[src/design/art_pkg.sv]
package art_pkg;

    localparam int TABLE_DEPTH = 16;
    localparam int IDX_W       = (TABLE_DEPTH > 1) ? $clog2(TABLE_DEPTH) : 1;
    localparam int ID_W        = 32;
    localparam int TIME_W      = 32;
    localparam int RETRY_W     = 4;
    localparam int TIMEOUT_W   = 16;
    localparam int MEM_W       = TIME_W + RETRY_W;

    localparam int IN_TDATA_W  = 64;
    localparam int OUT_TDATA_W = 40;
    localparam int CFG_INDEX_W = 2;
    localparam int CFG_DATA_W  = 16;

    localparam logic [TIMEOUT_W-1:0] TIMEOUT_RESET = 16'd2000;
    localparam logic [RETRY_W-1:0]   RETRY_RESET   = 4'd3;

    localparam logic [1:0] KIND_SEND = 2'd0;
    localparam logic [1:0] KIND_ACK  = 2'd1;
    localparam logic [1:0] KIND_SCAN = 2'd2;

    localparam logic [CFG_INDEX_W-1:0] REG_TIMEOUT = 2'd0;
    localparam logic [CFG_INDEX_W-1:0] REG_RETRY   = 2'd1;

    typedef enum logic [2:0] {
        ACT_STORED  = 3'd0,
        ACT_FULL    = 3'd1,
        ACT_MATCHED = 3'd2,
        ACT_UNKNOWN = 3'd3,
        ACT_RESEND  = 3'd4,
        ACT_GIVEUP  = 3'd5,
        ACT_DONE    = 3'd6
    } action_t;

    typedef struct packed {
        logic [TABLE_DEPTH-1:0] hit_vec;
        logic                   hit;
        logic [IDX_W-1:0]       hit_idx;
        logic                   has_free;
        logic [IDX_W-1:0]       free_idx;
    } match_t;

endpackage

[src/design/ack_retransmit_tracker.sv]
// A send or unknown ack gives its result from ST_DECODE through the output register; a matched
// ack reads the memory and gives its result from ST_ACK_RES; a scan ends with an ACT_DONE result.
// Only one transaction is in flight: s_tready is high only in ST_IDLE. A scan reads one
// entry per cycle, but holds while a due entry waits for the output slot.
// Output backpressure adds its stall cycles. Reset (aresetn low, synchronous) clears
// all valid bits and the control state and loads a 2000 ms timeout and retry limit 3.
module ack_retransmit_tracker (
    input  logic                            aclk,
    input  logic                            aresetn,
    input  logic                            s_tvalid,
    output logic                            s_tready,
    // msg_id [31:0], now_ms [63:32]
    input  logic [art_pkg::IN_TDATA_W-1:0]  s_tdata,
    // kind [1:0]
    input  logic [1:0]                      s_tuser,
    output logic                            m_tvalid,
    input  logic                            m_tready,
    // result_id [31:0], attempt [35:32], zero [39:36]
    output logic [art_pkg::OUT_TDATA_W-1:0] m_tdata,
    // action [2:0]
    output logic [2:0]                      m_tuser,
    output logic                            m_tlast,
    input  logic                            cfg_valid,
    output logic                            cfg_ready,
    input  logic [art_pkg::CFG_INDEX_W-1:0] cfg_index,
    input  logic [art_pkg::CFG_DATA_W-1:0]  cfg_data
);
    import art_pkg::*;

    typedef enum logic [4:0] {
        ST_IDLE    = 5'b00001,
        ST_DECODE  = 5'b00010,
        ST_ACK_RES = 5'b00100,
        ST_SCAN    = 5'b01000,
        ST_DONE    = 5'b10000
    } state_t;

    state_t state_reg, state_next;

    logic [TIMEOUT_W-1:0] timeout_reg;
    logic [RETRY_W-1:0]   retry_limit_reg;

    logic [1:0]        kind_reg;
    logic [ID_W-1:0]   msg_id_reg;
    logic [TIME_W-1:0] now_reg;

    logic [TABLE_DEPTH-1:0] entry_valid_reg;
    logic [ID_W-1:0]        entry_id_reg [TABLE_DEPTH];
    logic [MEM_W-1:0]       mem [TABLE_DEPTH];
    logic [MEM_W-1:0]       rd_data_reg;

    logic [IDX_W-1:0] scan_idx_reg, scan_idx_next;
    logic [IDX_W-1:0] ack_idx_reg, ack_idx_next;

    logic                 out_valid_reg;
    action_t              out_action_reg;
    logic [ID_W-1:0]      out_id_reg;
    logic [RETRY_W-1:0]   out_attempt_reg;
    logic                 out_last_reg;

    logic               emit;
    action_t            e_action;
    logic [ID_W-1:0]    e_id;
    logic [RETRY_W-1:0] e_att;
    logic               e_last;

    logic               mem_we;
    logic [IDX_W-1:0]   mem_waddr;
    logic [MEM_W-1:0]   mem_wdata;
    logic               mem_re;
    logic [IDX_W-1:0]   mem_raddr;

    logic               valid_set;
    logic               valid_clr;
    logic [IDX_W-1:0]   valid_idx;
    logic               id_we;
    logic [IDX_W-1:0]   slot_idx;

    logic               out_free;
    logic               accept;
    match_t             match;

    logic [TIME_W-1:0]  rd_time;
    logic [RETRY_W-1:0] rd_retries;
    logic [TIME_W-1:0]  elapsed;
    logic               due;
    logic               give_up;

    assign out_free   = !out_valid_reg || m_tready;
    assign s_tready   = (state_reg == ST_IDLE);
    assign accept     = s_tvalid && s_tready;
    assign cfg_ready  = 1'b1;

    assign rd_time    = rd_data_reg[TIME_W-1:0];
    assign rd_retries = rd_data_reg[MEM_W-1:TIME_W];
    assign elapsed    = now_reg - rd_time;
    assign due        = entry_valid_reg[scan_idx_reg] &&
                        (elapsed > {{(TIME_W - TIMEOUT_W){1'b0}}, timeout_reg});
    assign give_up    = (rd_retries >= retry_limit_reg);

    art_match u_match (
        .valid_vec (entry_valid_reg),
        .ids       (entry_id_reg),
        .key       (msg_id_reg),
        .match     (match)
    );

    always_comb begin
        state_next    = state_reg;
        scan_idx_next = scan_idx_reg;
        ack_idx_next  = ack_idx_reg;
        emit          = 1'b0;
        e_action      = ACT_STORED;
        e_id          = '0;
        e_att         = '0;
        e_last        = 1'b0;
        mem_we        = 1'b0;
        mem_waddr     = scan_idx_reg;
        mem_wdata     = {RETRY_W'(rd_retries + RETRY_W'(1)), now_reg};
        mem_re        = 1'b0;
        mem_raddr     = scan_idx_reg;
        valid_set     = 1'b0;
        valid_clr     = 1'b0;
        valid_idx     = scan_idx_reg;
        id_we         = 1'b0;
        slot_idx      = match.hit ? match.hit_idx : match.free_idx;

        case (state_reg)
            ST_IDLE: begin
                if (accept) begin
                    state_next = ST_DECODE;
                end
            end
            ST_DECODE: begin
                if (out_free) begin
                    state_next = ST_IDLE;
                    case (kind_reg)
                        KIND_SEND: begin
                            emit   = 1'b1;
                            e_id   = msg_id_reg;
                            e_last = 1'b1;
                            if (match.hit || match.has_free) begin
                                e_action  = ACT_STORED;
                                valid_set = 1'b1;
                                valid_idx = slot_idx;
                                id_we     = 1'b1;
                                mem_we    = 1'b1;
                                mem_waddr = slot_idx;
                                mem_wdata = {{RETRY_W{1'b0}}, now_reg};
                            end else begin
                                e_action = ACT_FULL;
                            end
                        end
                        KIND_ACK: begin
                            if (match.hit) begin
                                mem_re       = 1'b1;
                                mem_raddr    = match.hit_idx;
                                ack_idx_next = match.hit_idx;
                                state_next   = ST_ACK_RES;
                            end else begin
                                emit     = 1'b1;
                                e_action = ACT_UNKNOWN;
                                e_id     = msg_id_reg;
                                e_last   = 1'b1;
                            end
                        end
                        KIND_SCAN: begin
                            mem_re        = 1'b1;
                            mem_raddr     = '0;
                            scan_idx_next = '0;
                            state_next    = ST_SCAN;
                        end
                        default: begin
                            state_next = ST_IDLE;
                        end
                    endcase
                end
            end
            ST_ACK_RES: begin
                if (out_free) begin
                    emit       = 1'b1;
                    e_action   = ACT_MATCHED;
                    e_id       = msg_id_reg;
                    e_att      = rd_retries;
                    e_last     = 1'b1;
                    valid_clr  = 1'b1;
                    valid_idx  = ack_idx_reg;
                    state_next = ST_IDLE;
                end
            end
            ST_SCAN: begin
                // hold the read data while a due entry waits for the output slot
                if (!due || out_free) begin
                    if (due) begin
                        emit = 1'b1;
                        e_id = entry_id_reg[scan_idx_reg];
                        if (give_up) begin
                            e_action  = ACT_GIVEUP;
                            e_att     = rd_retries;
                            valid_clr = 1'b1;
                        end else begin
                            e_action = ACT_RESEND;
                            e_att    = RETRY_W'(rd_retries + RETRY_W'(1));
                            mem_we   = 1'b1;
                        end
                    end
                    if (scan_idx_reg == IDX_W'(TABLE_DEPTH - 1)) begin
                        state_next = ST_DONE;
                    end else begin
                        mem_re        = 1'b1;
                        mem_raddr     = IDX_W'(scan_idx_reg + IDX_W'(1));
                        scan_idx_next = IDX_W'(scan_idx_reg + IDX_W'(1));
                    end
                end
            end
            ST_DONE: begin
                if (out_free) begin
                    emit       = 1'b1;
                    e_action   = ACT_DONE;
                    e_last     = 1'b1;
                    state_next = ST_IDLE;
                end
            end
            default: begin
                state_next = ST_IDLE;
            end
        endcase
    end

    always_ff @(posedge aclk) begin
        if (!aresetn) begin
            state_reg       <= ST_IDLE;
            scan_idx_reg    <= '0;
            ack_idx_reg     <= '0;
            timeout_reg     <= TIMEOUT_RESET;
            retry_limit_reg <= RETRY_RESET;
            entry_valid_reg <= '0;
            out_valid_reg   <= 1'b0;
        end else begin
            state_reg    <= state_next;
            scan_idx_reg <= scan_idx_next;
            ack_idx_reg  <= ack_idx_next;
            if (cfg_valid && cfg_ready) begin
                if (cfg_index == REG_TIMEOUT) begin
                    timeout_reg <= cfg_data[TIMEOUT_W-1:0];
                end else if (cfg_index == REG_RETRY) begin
                    retry_limit_reg <= cfg_data[RETRY_W-1:0];
                end
            end
            if (valid_set) begin
                entry_valid_reg[valid_idx] <= 1'b1;
            end else if (valid_clr) begin
                entry_valid_reg[valid_idx] <= 1'b0;
            end
            if (emit) begin
                out_valid_reg <= 1'b1;
            end else if (m_tready) begin
                out_valid_reg <= 1'b0;
            end
        end
    end

    always_ff @(posedge aclk) begin
        if (accept) begin
            kind_reg   <= s_tuser;
            msg_id_reg <= s_tdata[ID_W-1:0];
            now_reg    <= s_tdata[IN_TDATA_W-1:ID_W];
        end
        if (id_we) begin
            entry_id_reg[slot_idx] <= msg_id_reg;
        end
        if (emit) begin
            out_action_reg  <= e_action;
            out_id_reg      <= e_id;
            out_attempt_reg <= e_att;
            out_last_reg    <= e_last;
        end
    end

    // time and retry memory
    always_ff @(posedge aclk) begin
        if (mem_we) begin
            mem[mem_waddr] <= mem_wdata;
        end
        if (mem_re) begin
            rd_data_reg <= mem[mem_raddr];
        end
    end

    assign m_tvalid = out_valid_reg;
    assign m_tuser  = out_action_reg;
    assign m_tlast  = out_last_reg;
    assign m_tdata  = {{(OUT_TDATA_W - ID_W - RETRY_W){1'b0}}, out_attempt_reg, out_id_reg};

    a_emit_free: assert property (@(posedge aclk) disable iff (!aresetn)
        emit |-> out_free)
        else $error("result overwrote a pending transaction");

    a_unique_id: assert property (@(posedge aclk) disable iff (!aresetn)
        $onehot0(match.hit_vec))
        else $error("message id held in more than one slot");

    a_scan_not_last: assert property (@(posedge aclk) disable iff (!aresetn)
        emit && (e_action == ACT_RESEND || e_action == ACT_GIVEUP) |-> !e_last)
        else $error("per-entry scan result marked last");

    a_giveup_frees: assert property (@(posedge aclk) disable iff (!aresetn)
        emit && e_action == ACT_GIVEUP |=> !entry_valid_reg[$past(scan_idx_reg)])
        else $error("given-up entry still valid");

    a_mem_ports: assert property (@(posedge aclk) disable iff (!aresetn)
        mem_we && mem_re |-> mem_waddr != mem_raddr)
        else $error("same-entry read and write in one cycle");

endmodule

[src/design/art_match.sv]
module art_match (
    input  logic [art_pkg::TABLE_DEPTH-1:0] valid_vec,
    input  logic [art_pkg::ID_W-1:0]        ids [art_pkg::TABLE_DEPTH],
    input  logic [art_pkg::ID_W-1:0]        key,
    output art_pkg::match_t                 match
);
    import art_pkg::*;

    logic [TABLE_DEPTH-1:0] hits;

    always_comb begin
        for (int i = 0; i < TABLE_DEPTH; i++) begin
            hits[i] = valid_vec[i] && (ids[i] == key);
        end
    end

    // lowest matching slot and lowest free slot
    always_comb begin
        match.hit_vec  = hits;
        match.hit      = |hits;
        match.has_free = ~&valid_vec;
        match.hit_idx  = '0;
        match.free_idx = '0;
        for (int i = TABLE_DEPTH - 1; i >= 0; i--) begin
            if (hits[i]) begin
                match.hit_idx = IDX_W'(i);
            end
            if (!valid_vec[i]) begin
                match.free_idx = IDX_W'(i);
            end
        end
    end

endmodule
[config.mk]
export PLATFORM = sky130hd
export DESIGN_NAME = ack_retransmit_tracker
export DESIGN_NICKNAME = d
export VERILOG_FILES = /design/src/design/art_pkg.sv /design/src/design/ack_retransmit_tracker.sv /design/src/design/art_match.sv
export SDC_FILE = /design/constraint.sdc
export NUM_CORES = 2
export LEC_CHECK = 0
export BUFFER_PORTS_ARGS = -buffer_cell sky130_fd_sc_hd__buf_2
export CAP_MARGIN = 20
export CORE_UTILIZATION = 54
export DETAILED_ROUTE_END_ITERATION = 6
export PLACE_DENSITY = 0.66
export SLEW_MARGIN = 25
export SYNTH_ARGS = -nofsm -noshare
export SYNTH_HDL_FRONTEND = slang
export SYNTH_SLANG_ARGS = --single-unit
[constraint.sdc]
create_clock -name aclk -period 6.93 [get_ports aclk]
set_input_delay 0.3465 -clock aclk [delete_from_list [all_inputs] [get_ports aclk]]
set_output_delay 0.3465 -clock aclk [all_outputs]
set_load 0.05 [all_outputs]
==> reports/metrics.yaml <==
grt:
  grt_pass1_vias: 37700
  grt.overflow.total: 0
  grt_first_pass_wirelength_um: 272000
  global_route_total_usage_across_every_layer: 0.339
  initial_antenna_violation_count: 9
  maximum_number_of_pins_on_one_net_before_global_route_repair: 214
sta:
  final-max-slew-violation-count: 0
  totalNegativeSetupSlack_ns: 0
  worst_pin_slew_ns: 1.10
  timing.final.crit_share: 0.929
  fin_worst_skew_ns: 0.0348
  report.final.setup_viol: 0
  relative_slew_margins: 0.265
  final-hold-violation-count: 0
  maxClockFrequency_mhz: 155
  grt_setup_unrepaired: "no"
  min_period_ns: 6.44
yosys:
  synth_compound_area_frac: 0.0612
  synthSimpleGateAreaFrac: 0.107
  post_synth_xor_area_fraction: 0.0779
  synthDistinctLibCells: 102
  synth_warnings: 0
  synth_top_family_by_area: "simple AND/OR/NAND/NOR gates"
  synthesis.instances: 4346
  synth_enable_flop_cells: 1230
  synth-main-ff-cell: "edfxtp_1"
  synthesis.area_mm2: 0.0603
  post_synth_arst_share: 0
  synth_area_leaders: "edfxtp_1 (61%), mux4_2 (6.1%), xor2_1 (5.7%), nand3_1 (3.9%), o21ai_0 (2.4%)"
  synthMuxAreaShare: 0.0840
  postSynthRegisterBits: 1280
  synth_largest_type_area_fraction: 0.613
  seq_area_frac_synth: 0.629
  synth.largest_area_cell: "edfxtp_1"
  syn_area_per_cell_um2: 13.9
  adder_and_majority_cell_fraction_of_the_synthesized_area: 0.0120
floorplanning:
  die_h_um: 336
  die_w_um: 336
  ports: 136
  initial_utilization: 0.545
  fp-row-count: 122
  core-area_mm2: 0.111
  die_area_mm2: 0.113
routing:
  drt-wirelength-per-cell_um: 31.1
  detail-route-antenna-nets: 0
  dr.pass1.iters: 6
  drc: 0
  detail_route.vias_per_cell: 6.61
  dr.first_iter.drc_count: 5966
  vias: 40700
  wirelength_um: 192000
cts:
  path_clk_slew_ns: 0.06
  root_buffer: "clkbuf_16"
  htree_num_levels: 4
  cts-root-to-sink-buffers: 3
  worst_skew_pair.late_latency_ns: 0.78
  post_cts.repair.setup_buffers: 0
  numClockSinks: 1280
  numCtsBuffers: 138
  cts_tree: "yes"
pwr:
  power-per-cell-area_mw_per_mm2: 254
  power_leakage_nw: 22.4
  worst_ir_drop_vdd_v: 0.000254
placed_design:
  dpl-instance-area_mm2: 0.0631
  place.port_buffers: 130
  place_congestion: 1.07
  dp.final_hpwl_um: 124000
min_path:
  hold_path.class: "in -> reg"
  worstHoldPathCells: 2
critical_path:
  cpMaxStageDelayCell: "buf_12"
  cp_cell_sequence: "ha_1 > o211ai_1 > a21oi_1 > o21ai_0 > o21ai_0 > a21o_1 > a21oi_1 > xnor2_1 > ha_1 > nand3_1 > nor4_1 > mux2i_1 > a21bo_2 > nand4_1 > nor4_2 > a21bo_2 > a21o_4 > buf_12 > nand3_1 > nand3_1 > o2111ai_1 > mux2i_1"
  worst-path-max-fanout: 213
  r2r.worst_path.cells: 22
  worst_ep_arrival_time_ns: 7.05
  cp.required_ns: 7.54
  endpoint_kind: "flip-flop"
  cpMostUsedCell: "nand3_1"
  worstSetupPathType: "reg -> reg"
  worstSetupStartpointType: "flip-flop"
  critPathMaxStageDelay_ns: 0.78
outcome:
  result_of_the_run: "completed"
layout:
  drive_gt1_frac: 0.165
  multi_input_area_mm2: 0.0209
  finish.net_count: 4708
  final_common_cell: "edfxtp_1"
  syn_to_final_growth_pct: 13.4
  largest_reg_flops: 576
  final-seq-area_mm2: 0.0379
  finish.utilization: 0.618
  mostFrequentLayoutCells: "edfxtp_1 (1230), nand3_1 (468), xor2_1 (389), o21ai_0 (293), nand2_1 (177)"
  filler_cell_count: 8355
  fin_area_mm2: 0.0683
run:
  timing.max_cap.violations: 0
-- through the flow --
step / power [mW] / hold slack [ns] / std cells / setup WS [ns]
final: 17.4 / 0.0572 / 6165 / 0.491
after global routing: 17.8 / 0.0370 / 6163 / 0.0870
after CTS: 17.4 / 0.00365 / 6158 / 0.470
after detailed placement: 10.4 / 0.453 / 5816 / 0.479
after global placement: 10.4 / 0.447 / 5816 / 0.789
after floorplan: 9.80 / 0.436 / 4349 / 0.861
-- cells by family (layout without fill, tap and decap cells) --
logic type      count (synthesis)  after routing
xor+xnor                      536            536
simple gates                 1208           1208
compound gates                594            594
fa+ha+maj                      57             57
flops                        1280           1280
mux                           289            289
other cells                     2              8
buf+inv                       380            705
-- report_power, final --
part	internal (mW)	leakage, nW	switching, mW
registers	8.66	11.5	0.203
clock network	3.92	2.07	3.13
logic	0.457	8.76	0.984
-- final timing paths --
kind	endpoint	slack, ns	startpoint
worst max register to register	rd_data_reg[24]	0.49	now_reg[2]
worst min-delay path	timeout_reg[8]	0.06	aresetn
worst min register to register	timeout_reg[11]	0.47	timeout_reg[11]
worst max-delay path	rd_data_reg[24]	0.49	now_reg[2]
-- what timing repair did --
| action | in CTS | in global routing |
|---|---|---|
| resized for setup | 0 | 1 |
| hold endpoints to repair | 87 | 0 |
| setup endpoints to repair | 0 | 13 |
| hold buffers | 90 | 0 |
-- area by class of cell --
class	count	area share
Multi-Input combinational cell	2689	0.306
Clock buffer	169	0.0529
Sequential cell	1280	0.555
Clock inverter	83	0.00950
Antenna cell	3	0.000110
Timing Repair Buffer	344	0.0428
Inverter	109	0.00599
Tap cell	1488	0.0272
-- critical path, delay by kind of cell, from the launching register on --
family,cells,cell delay (ns)
simple gates,6,1.43
xor+xnor,1,0.14
fa+ha+maj,2,0.76
flops,1,0.62
buf+inv,1,0.78
compound gates,10,2.12
mux,2,0.29
-- per-layer routing --
| layer | global-route usage | vias up | share of wire |
|---|---|---|---|
| met5 | 0 | - | 0.000068 |
| met4 | 0.105 | 2 | 0.031 |
| met3 | 0.0789 | 339 | 0.12 |
| met2 | 0.473 | 2592 | 0.42 |
| met1 | 0.524 | 20600 | 0.42 |
| li1 | - | 17200 | - |
-- cells in the mapped netlist (5+ instances only) --
master     number
a211oi_1        5
a21boi_0        5
a21o_1         11
a21oi_1        87
a31oi_1        15
and3_1          8
buf_1          17
buf_2         139
buf_4          13
buf_6           6
clkbuf_1       88
clkbuf_4        7
dfxtp_1        50
edfxtp_1     1230
ha_1           56
inv_1         106
mux2_2         72
mux2i_1        50
mux4_2        164
nand2_1       179
nand2b_1       26
nand3_1       468
nand3_2         9
nand3b_1       10
nand4_1        72
nand4b_1       25
nor2_1        112
nor2b_1        12
nor3_1         36
nor4_1        174
nor4b_1        13
o2111ai_1      72
o211ai_1       20
o21a_1         10
o21ai_0       293
o21ai_1        15
o31a_1          6
o31ai_1         5
or2_2          10
or3_1          17
or4_1          11
xnor2_1       147
xor2_1        389
Power figures use the tool's default switching activity.
